## src/rtl/core/nstl_pkg.sv

```systemverilog
`timescale 1ns / 1ps

package nstl_pkg;

	localparam int SITES = 1024;
	localparam int FRAC_BITS = 16;
	localparam int IDX_W = $clog2(SITES);
	localparam int CNT_W = $clog2(SITES + 1);

	// Opcodes carried by an input item.
	localparam logic [1:0] OP_CLEAR = 2'd0;
	localparam logic [1:0] OP_LOAD  = 2'd1;
	localparam logic [1:0] OP_QUERY = 2'd2;

	// Configuration register indexes.
	localparam logic [2:0] REG_ORIGIN_X = 3'd0;
	localparam logic [2:0] REG_ORIGIN_Y = 3'd1;
	localparam logic [2:0] REG_ORIGIN_Z = 3'd2;
	localparam logic [2:0] REG_VOXEL    = 3'd3;
	localparam logic [2:0] REG_OFFSET   = 3'd4;

	// Commands from the controller to the datapath.
	typedef struct packed {
		logic load_wr;     // write a site at the current count
		logic clear;       // empty the table
		logic capture;     // latch query operands
		logic scan_rd;     // read entry at scan index
		logic scan_cmp;    // compare the entry read last cycle
		logic scan_first;  // that entry is the first one
		logic fetch;       // read best entry traction
		logic mul_start;   // begin force computation
		logic [2:0] axis;  // axis being scaled
		logic mul_take;    // store the scaled force of that axis
		logic sq_start;    // begin magnitude
		logic sq_step;     // one root step
		logic out_load;    // latch result
		logic empty_res;   // result is the empty-table answer
	} cmd_t;

	// Status from the datapath.
	typedef struct packed {
		logic empty;
		logic full;
		logic scan_last;
		logic sq_done;
	} stat_t;

	function automatic logic [31:0] sat32(input logic signed [33:0] v);
		if (v > 34'sd2147483647) return 32'h7fffffff;
		if (v < -34'sd2147483648) return 32'h80000000;
		return v[31:0];
	endfunction

endpackage

```

## src/rtl/core/nstl_ctrl.sv

```systemverilog
`timescale 1ns / 1ps

module nstl_ctrl import nstl_pkg::*; (
	input  logic       clk,
	input  logic       arst_n,
	input  logic       in_valid,
	input  logic [1:0] in_op,
	output logic       in_ready,
	output logic       out_valid,
	input  logic       out_ready,
	input  stat_t      st,
	output cmd_t       cmd
);

	localparam logic [3:0] S_IDLE  = 4'd0;
	localparam logic [3:0] S_SCAN  = 4'd1;
	localparam logic [3:0] S_LAST  = 4'd2;
	localparam logic [3:0] S_FETCH = 4'd3;
	localparam logic [3:0] S_MUL   = 4'd4;
	localparam logic [3:0] S_TAKE  = 4'd5;
	localparam logic [3:0] S_SQ    = 4'd6;
	localparam logic [3:0] S_DONE  = 4'd7;

	logic [3:0] state_q;
	logic [1:0] axis_q;
	logic       cap_q;
	logic       first_q;
	logic       cmp_q;
	logic       ovalid_q;

	assign out_valid = ovalid_q;
	assign in_ready = (state_q == S_IDLE) && !ovalid_q;

	// Command decode.
	always_comb begin
		cmd = '0;
		cmd.scan_cmp = cmp_q;
		cmd.scan_first = first_q;
		cmd.axis = 3'b001 << axis_q;
		case (state_q)
			S_IDLE: begin
				if (in_valid && in_ready) begin
					cmd.load_wr = (in_op == OP_LOAD) && !st.full;
					cmd.clear = (in_op == OP_CLEAR);
					if (in_op == OP_QUERY) begin
						cmd.capture = 1'b1;
						cmd.empty_res = st.empty;
						cmd.out_load = st.empty;
					end
				end
			end
			S_SCAN: cmd.scan_rd = 1'b1;
			S_FETCH: cmd.fetch = 1'b1;
			S_MUL: cmd.mul_start = 1'b1;
			S_TAKE: begin
				cmd.mul_take = 1'b1;
				cmd.sq_start = (axis_q == 2'd2);
			end
			S_SQ: begin
				cmd.sq_step = 1'b1;
				cmd.out_load = st.sq_done;
			end
			default: ;
		endcase
	end

	// Sequencing. The capture strobe is delayed through cap_q and first_q to mark the first entry's compare.
	always_ff @(posedge clk or negedge arst_n) begin
		if (!arst_n) begin
			state_q <= S_IDLE;
			axis_q <= 2'd0;
			cap_q <= 1'b0;
			first_q <= 1'b0;
			cmp_q <= 1'b0;
			ovalid_q <= 1'b0;
		end else begin
			cmp_q <= cmd.scan_rd;
			cap_q <= cmd.capture;
			first_q <= cap_q;
			if (ovalid_q && out_ready) ovalid_q <= 1'b0;
			case (state_q)
				S_IDLE: begin
					if (in_valid && in_ready && in_op == OP_QUERY) begin
						if (st.empty) ovalid_q <= 1'b1;
						else state_q <= S_SCAN;
					end
				end
				S_SCAN: if (st.scan_last) state_q <= S_LAST;
				S_LAST: state_q <= S_FETCH;
				S_FETCH: begin
					axis_q <= 2'd0;
					state_q <= S_MUL;
				end
				S_MUL: state_q <= S_TAKE;
				S_TAKE: begin
					if (axis_q == 2'd2) state_q <= S_SQ;
					else begin
						axis_q <= axis_q + 2'd1;
						state_q <= S_MUL;
					end
				end
				S_SQ: begin
					if (st.sq_done) begin
						ovalid_q <= 1'b1;
						state_q <= S_DONE;
					end
				end
				S_DONE: if (!ovalid_q) state_q <= S_IDLE;
				default: state_q <= S_IDLE;
			endcase
		end
	end

endmodule

```

## config.mk

```make
export PLATFORM = sky130hd
export DESIGN_NAME = nstl_ctrl
export DESIGN_NICKNAME = d
export VERILOG_FILES = /design/src/rtl/core/nstl_pkg.sv /design/src/rtl/core/nstl_ctrl.sv
export SDC_FILE = /design/constraint.sdc
export NUM_CORES = 1
export LEC_CHECK = 0
export BUFFER_PORTS_ARGS = -buffer_cell sky130_fd_sc_hd__clkbuf_2
export CAP_MARGIN = 10
export CORE_MARGIN = 1.5
export CORE_UTILIZATION = 30
export DETAILED_ROUTE_END_ITERATION = 10
export PLACE_DENSITY = 0.64
export RECOVER_POWER = 25
export SLEW_MARGIN = 20
export SYNTH_ARGS = -nofsm -noshare
export SYNTH_HDL_FRONTEND = slang
export SYNTH_SLANG_ARGS = --single-unit
```

## constraint.sdc

```tcl
create_clock -name clk -period 1.5 [get_ports clk]
set_input_delay 0.075 -clock clk [delete_from_list [all_inputs] [get_ports clk]]
set_output_delay 0.075 -clock clk [all_outputs]
set_load 0.03 [all_outputs]
```

==> out/results.txt, run 1 <==
Static Leak: 0.492 nW
status: complete, but fails checks
Post-synth EDFFs: 0
diode count: 0
Most used DFF post-synth: dfrtp_1
Mapped Cells: 57
initial antenna violation count: 0
layout overhead on the synthesized area: 59.4%
grt ovf: 0
Cell Area, Placed: 759 sq um
post-synthesis xor/xnor area fraction: 0%
TNS Setup: -0.326 ns
Post-Syn Nets: 70
clock-pin slew on the worst setup and hold paths: 0.06 ns
Synth Register Bits: 9
share of cells above drive strength 1: 58.2%
CTS tree: done
number of warnings issued by yosys: 0
hpwl dp: 919 um
actual slew at the worst max-slew pin: 0.469 ns
Yosys top cell area share: 38.3%
pin count of the biggest net entering global routing: 15
vias in the first global route: 504
most area-hungry cell type in the Yosys netlist: dfrtp_1
core area: 1780 sq um
final clock skew: 0.00140 ns
starting density of the core: 33.0%
gpl congestion: 0.744
Hold Path Class: in2reg
Worst Path Required: 1.42 ns
Final Max Tran Viols: 0
Total Wirelength: 1.24 mm
Final Util: 52.6%
Mapped Area: 588 sq um
Overall Global Routing Usage: 13.2%
Die Span Y: 47.3 um
port bufs: 27
Routed wire per std cell: 10.7 um
Die Wd: 47.3 um
Clock Path Buffers: 2
Max-slew headroom: 68.8%
post-route setup slack: -0.141 ns
worst skew pair latency: 0.25 ns
compound-gate portion of the synthesized area: 10.0%
post-route ant nets: 0
Synth async-reset ratio: 100%
Seq/Total Area, Yosys: 38.3%
layout net count: 105
# fillers: 157
vias post-DR: 530
CTS Sinks: 9
top-count cell post-synth: dfrtp_1
Final Non-Filler Cells: 116
number of setup violations in the final report: 5
Num CTS Buffers: 3
synth cell count leaders: dfrtp_1, nand2_1, inv_1
Setup WS pre-CTS: 0.0895 ns
CP startpoint kind: flop
first drt pass iteration count: 4
synthesized-area fraction occupied by and/or/nand/nor cells: 33.6%
RSZ-0062 raised after global routing: yes
crit path max fanout: 2
pwr/cell area: 1960 nW/um^2
FMAX: 610 MHz
failing checks: setup timing
crit path kind: reg2out
global-route wire length before repair: 2.07 mm
Synth cell types: 29
Tcrit/Tclk final: 109%
largest family of logic cells by synthesized area: simple AND/OR/NAND/NOR gates
H-tree Lvls: 1
Max Cap Viol: 0
WP data arrival: 1.57 ns
clock root cell: clkbuf_4
post-synthesis mux area share: 2.55%
FP Rows: 15
initial drt markers: 5
area of the multi-input gates: 365 sq um
DRC Markers: 0
dpl cells: 107
final hold vios: 0
crit path time final: 1.64 ns
area occupied by registers: 226 sq um
DIE AREA: 2230 sq um
IO Pins: 28
adder-cell share of the synthesized area: 6.38%
routed vias/inst: 4.57
top cells by area, synth: dfrtp_1, ha_1, and4bb_2, buf_4, nor4_4
Peak VDD IR: 1020 uV
Worst setup EP type: output pin
Avg Inst Size Synth: 10.3 sq um
fin area: 937 sq um
[area by class of cell]
cell class              count  share of cell area, %
clock buffers               4                   2.80
repair buffers             35                   29.1
well taps                  25                   3.34
inverters                   4                   1.60
flip-flops and latches      9                   24.2
multi-input cells          39                   39.0
[flip-flops by register name, indices dropped and copies added, names as in the netlist]
name	flops
cmp_q	1
state_q	3
axis_q	2
cap_q	1
out_valid	1
first_q	1
[metrics by stage]
stage	total power [mW]	hold slack [ns]
floorplan	1.24	-0.221
global placement	1.43	-0.0632
detailed placement	1.44	-0.0612
CTS	1.79	0.0735
global route	1.98	0.0830
finish	1.84	0.0801
[final timing paths]
kind / from / endpoint / slack (ns) / depth (start not counted)
hold reg to reg: cap_q$_DFF_PN0_ / first_q$_DFF_PN0_ / 0.35 / 0
min in group asynchronous: arst_n / first_q$_DFF_PN0_ / 0.28 / 2
hold / removal: out_ready / out_valid$_DFF_PN0_ / 0.08 / 3
setup reg to reg: axis_q[0]$_DFFE_PN0P_ / axis_q[0]$_DFFE_PN0P_ / 0.08 / 5
setup / recovery: out_valid$_DFF_PN0_ / cmd[15] / -0.14 / 5
max in group asynchronous: arst_n / out_valid$_DFF_PN0_ / 0.88 / 2
[logic make-up after synthesis]
logic type | count (synthesis)
AO/OA/AOI/OAI | 8
multiplexers | 1
AND/OR/NAND/NOR | 27
flip-flops | 9
adder cells (fa/ha/maj) | 3
buffers and inverters | 9
[layout by cell type (no fill, tap or decap), types with 2 or more instances in the layout]
master,netlist,routed
clkbuf_2,0,18
dfrtp_1,9,8
nand2_1,5,4
clkbuf_4,0,4
buf_4,3,4
inv_1,4,3
buf_8,0,3
buf_6,1,3
and3b_1,2,2
nor3b_4,0,2
and4bb_2,2,2
nor2_1,3,2
a22o_1,2,2
a21oi_1,2,2
ha_1,3,2
clkbuf_1,0,2
clkbuf_8,0,2
[report_power, final]
part | internal (mW) | leakage (nW) | switching [mW]
registers | 0.332 | 0.114 | 0.0769
logic | 0.558 | 0.364 | 0.688
clock network | 0.102 | 0.0150 | 0.0799
total | 0.992 | 0.492 | 0.845
[what timing repair did]
action / 4_1_cts / 5_1_grt
setup buffers: 4 / 0
cloned: 0 / 0
hold buffers: 1 / 0
hold endpoints to repair: 9 / 0
gates resized for setup: 17 / 10
endpoints found under the setup margin: 7 / 9
pin swaps: 1 / 0
[metal layers]
metal  wire (um)  up-vias  GRT usage (%)
li1            -      269              -
met1         611      237           16.9
met2         541       24           21.1
met3          89        0           2.31
met4           0        0           6.67
met5           0        -              0
[critical path, cell delays in order, from the launching register on]
cell and delay (ns):
dfrtp_2 0.42, nor4_4 0.26, buf_4 0.17, nand3b_4 0.10, nor3b_4 0.18, clkbuf_8 0.18
Power figures use the tool's default switching activity.
==> run 2: changes to the inputs <==
- PLACE_DENSITY: 0.64 -> not set
- RECOVER_POWER: 25 -> not set
==> out/results.txt, run 2 (same netlist as run 1, synthesis figures left out) <==
status: complete, but fails checks
failing checks: setup timing
pin count of the biggest net entering global routing: 15
# fillers: 162
core area: 1780 sq um
worst hold start: st[1]
Total Wirelength: 1.32 mm
Worst setup EP type: output pin
post-route setup slack: -0.119 ns
hpwl dp: 951 um
Overall Global Routing Usage: 13.2%
Hold Crit Depth: 2
hold slack: 0.0761 ns
port bufs: 27
Hold Path Class: in2reg
WP data arrival: 1.54 ns
Peak VDD IR: 881 uV
DIE AREA: 2230 sq um
Die Wd: 47.3 um
share of cells above drive strength 1: 61.3%
CTS Sinks: 9
actual slew at the worst max-slew pin: 0.219 ns
Clock Path Buffers: 2
final hold vios: 0
Biggest register: state_q
worst skew pair latency: 0.25 ns
DRC Markers: 0
pwr/cell area: 1970 nW/um^2
layout overhead on the synthesized area: 57.9%
H-tree Lvls: 1
commonest non-fill, non-tap cell in the layout: clkbuf_2
Max Cap Viol: 0
dpl cells: 109
diode count: 0
Max-slew headroom: 85.2%
Final Max Tran Viols: 0
global-route wire length before repair: 2.06 mm
FMAX: 618 MHz
Setup WS pre-CTS: 0.0879 ns
r2r endpoint: axis_q[0]$_DFFE_PN0P_
starting density of the core: 33.0%
Final Non-Filler Cells: 118
clock-pin slew on the worst setup and hold paths: 0.06 ns
FF-to-FF path depth: 5
final clock skew: 0.00118 ns
Static Leak: 0.495 nW
crit path kind: reg2out
routed vias/inst: 4.54
TNS Setup: -0.241 ns
crit path max fanout: 4
CTS tree: done
total power: 1.83 mW
Die Span Y: 47.3 um
vias post-DR: 536
vias in the first global route: 474
initial antenna violation count: 0
clock root cell: clkbuf_4
crit path time final: 1.62 ns
reg-to-reg slack, setup: 0.08 ns
Worst Path Required: 1.42 ns
IO Pins: 28
Routed wire per std cell: 11.2 um
Largest register FFs: 3
Num CTS Buffers: 3
gpl congestion: 0.765
grt ovf: 0
most frequent cells in the layout: clkbuf_2, buf_4, dfrtp_1
RSZ-0062 raised after global routing: yes
first drt pass iteration count: 4
FP Rows: 15
initial drt markers: 9
number of setup violations in the final report: 4
Tcrit/Tclk final: 108%
biggest regs: state_q x3, axis_q x2
layout net count: 107
reg2reg start: axis_q[0]$_DFFE_PN0P_
WHS Endpoint: state_q[1]$_DFFE_PN0P_
post-route ant nets: 0
CP startpoint kind: flop
[run 2: cell type report]
cell class | instances | area, sq um | area share [%]
Inverter | 4 | 15.0 | 1.62
Tap cell | 25 | 31.3 | 3.37
Sequential cell | 9 | 228 | 24.5
Multi-Input combinational cell | 39 | 364 | 39.2
Clock buffer | 4 | 26.3 | 2.83
Timing Repair Buffer | 37 | 264 | 28.4
[run 2: critical path, cell delays in order (launching register included)]
cell and delay [ns]:
dfrtp_1 0.40, nor4_4 0.27, buf_4 0.18, nand3b_4 0.10
nor3b_4 0.17, clkbuf_8 0.18
[run 2: metrics by stage]
| step | cell area [sq um] | utilization (%) |
|---|---|---|
| 2_1_floorplan | 609 | - |
| 3_5_place_dp | 774 | 43.4 |
| 6_report | 928 | 52.1 |
| 3_3_place_gp | 774 | 43.4 |
| 4_1_cts | 875 | 49.1 |
| 5_1_grt | 928 | 52.1 |
[run 2: how the worst max path moves through the flow]
stage | start | end | slack (ns) | cells after the start
final | state_q[2]$_DFFE_PN0P_ | cmd[15] | -0.12 | 5
after floorplan | state_q[0]$_DFFE_PN0P_ | cmd[15] | -0.15 | 4
after CTS | state_q[2]$_DFFE_PN0P_ | cmd[15] | -0.12 | 5
after global routing | state_q[2]$_DFFE_PN0P_ | cmd[15] | -0.20 | 5
after global placement | axis_q[0]$_DFFE_PN0P_ | axis_q[0]$_DFFE_PN0P_ | 0.09 | 5
after detailed placement | axis_q[0]$_DFFE_PN0P_ | axis_q[0]$_DFFE_PN0P_ | 0.09 | 5
[run 2: per-layer routing]
metal | vias to the layer above | GRT usage [%] | part of all wire, %
li1 | 274 | - | -
met1 | 245 | 17.1 | 46
met2 | 15 | 20.3 | 48
met3 | 2 | 4.23 | 4.6
met4 | 0 | 5.00 | 1.4
met5 | - | 0 | 0
[run 2: repair_timing]
action                                  4_1_cts  5_1_grt
hold buffers                                  1        0
endpoints found under the setup margin        7        8
resized for setup                            12       16
pin swaps                                     1        0
hold endpoints to repair                      9        0
setup buffers                                 2        2
[run 2: report_power, final]
group | total [mW] | internal, mW | switching [mW]
combinational | 1.23 | 0.545 | 0.681
clock | 0.180 | 0.102 | 0.0777
sequential | 0.424 | 0.335 | 0.0884
total | 1.83 | 0.982 | 0.848
==> run 3: changes to the inputs <==
- TNS_END_PERCENT: not set -> 10
==> out/results.txt, run 3 (same netlist as run 1, synthesis figures left out) <==
post-route setup slack: -0.112 ns
initial antenna violation count: 0
core area: 1780 sq um
vias post-DR: 526
Final Non-Filler Cells: 114
final hold vios: 0
CTS tree: done
initial drt markers: 22
layout net count: 103
layout overhead on the synthesized area: 47.7%
Overall Global Routing Usage: 13.4%
Max stage delay on crit path: 0.40 ns
actual slew at the worst max-slew pin: 0.290 ns
Max-slew headroom: 80.5%
hold slack: 0.0754 ns
pwr/cell area: 1990 nW/um^2
CTS Sinks: 9
Hold Path Class: in2reg
post-route ant nets: 0
Clock Power Share: 10.8%
share of cells above drive strength 1: 55.1%
final clock skew: 0.00128 ns
share of total power in sequential cells: 23.5%
port bufs: 27
commonest non-fill, non-tap cell in the layout: clkbuf_2
Setup crit end: cmd[15]
r2r endpoint: axis_q[0]$_DFFE_PN0P_
FF-to-FF path depth: 5
Int Pwr: 0.899 mW
Static Leak: 0.468 nW
status: complete, but fails checks
Largest register FFs: 3
crit path time final: 1.61 ns
Final Max Tran Viols: 0
WP data arrival: 1.54 ns
crit path kind: reg2out
FP Rows: 15
Comb pwr share: 65.7%
worst skew pair latency: 0.26 ns
Die Span Y: 47.3 um
worst hold start: st[1]
Biggest register: state_q
number of setup violations in the final report: 5
first drt pass iteration count: 4
biggest regs: state_q x3, axis_q x2
clock-pin slew on the worst setup and hold paths: 0.06 ns
IO Pins: 28
RSZ-0062 raised after global routing: yes
Sw Pwr: 0.830 mW
Tcrit/Tclk final: 107%
gpl congestion: 0.680
vias in the first global route: 472
routed vias/inst: 4.61
hpwl dp: 988 um
reg2reg start: axis_q[0]$_DFFE_PN0P_
failing checks: setup timing
Largest delay share family, worst path: simple AND/OR/NAND/NOR gates
Peak VDD IR: 790 uV
global-route wire length before repair: 2.07 mm
Worst Path Required: 1.42 ns
most frequent cells in the layout: clkbuf_2, dfrtp_1, nand2_1, clkbuf_4
Num CTS Buffers: 3
H-tree Lvls: 1
diode count: 0
dpl cells: 108
Slowest-stage cell, CP: dfrtp_1
FMAX: 620 MHz
reg-to-reg slack, setup: 0.06 ns
Worst setup EP type: output pin
Total Wirelength: 1.34 mm
starting density of the core: 33.0%
Max Cap Viol: 0
DRC Markers: 0
Clock Path Buffers: 2
Die Wd: 47.3 um
pin count of the biggest net entering global routing: 15
cells along the critical path: nor4_4 -> nand3b_2 -> nor3b_4 -> clkbuf_8
CP startpoint kind: flop
grt ovf: 0
clock root cell: clkbuf_4
Crit. Startpoint: state_q[2]$_DFFE_PN0P_
Bufs and invs on worst path: 1
Crit path depth: 4
DIE AREA: 2230 sq um
switching share of power: 48.0%
Routed wire per std cell: 11.7 um
crit path max fanout: 3
## run 3: cell count changes in the layout (fill, tap and decap cells not counted), sizes merged
cell    change
buf         -5
clkinv      +1
## run 3: how the worst min path moves through the flow
| stage | endpoint | slack (ns) | depth (start not counted) |
|---|---|---|---|
| 2_1_floorplan | axis_q[0]$_DFFE_PN0P_ | -0.22 | 0 |
| 3_3_place_gp | first_q$_DFF_PN0_ | -0.06 | 1 |
| 3_5_place_dp | first_q$_DFF_PN0_ | -0.06 | 1 |
| 4_1_cts | state_q[1]$_DFFE_PN0P_ | 0.07 | 2 |
| 5_1_grt | state_q[1]$_DFFE_PN0P_ | 0.08 | 2 |
| 6_report | state_q[1]$_DFFE_PN0P_ | 0.08 | 2 |
## run 3: per-layer routing
metal | up-vias | GRT usage [%] | part of all wire (%)
met5 | - | 0 | 0
met4 | 0 | 6.67 | 0
met3 | 0 | 1.15 | 4.9
met2 | 23 | 20.3 | 50
met1 | 238 | 18.9 | 45
li1 | 265 | - | -
## run 3: metrics by stage
step	total power, mW	setup TNS (ns)	util [%]	area [sq um]	setup slack, ns
2_1_floorplan	1.23	-0.683	-	602	-0.195
3_3_place_gp	1.44	0	42.6	759	0.100
3_5_place_dp	1.46	0	42.6	759	0.0398
4_1_cts	1.71	-0.325	47.9	855	-0.141
5_1_grt	1.85	-0.650	48.7	868	-0.212
6_report	1.73	-0.171	48.7	868	-0.112
## run 3: final cells by class
type                            instances  area [sq um]
Clock buffer                            3          22.5
Clock inverter                          1          5.00
Fill cell                             170           915
Inverter                                4          15.0
Multi-Input combinational cell         39           335
Sequential cell                         9           225
Tap cell                               25          31.3
Timing Repair Buffer                   33           234
## run 3: power groups by stage
stage | combinational [mW] | clock, mW | sequential, mW
6_report | 1.14 | 0.186 | 0.407
3_3_place_gp | 1.04 | 0 | 0.405
4_1_cts | 1.11 | 0.197 | 0.404
5_1_grt | 1.22 | 0.207 | 0.417
3_5_place_dp | 1.05 | 0 | 0.408
2_1_floorplan | 0.805 | 0 | 0.428
## run 3: what timing repair did
action / CTS / global route
setup endpoints to repair: 7 / 10
hold endpoints to repair: 9 / 0
hold buffers: 1 / 0
buffers inserted: 1 / 0
resized for setup: 13 / 8
pin swaps: 2 / 2
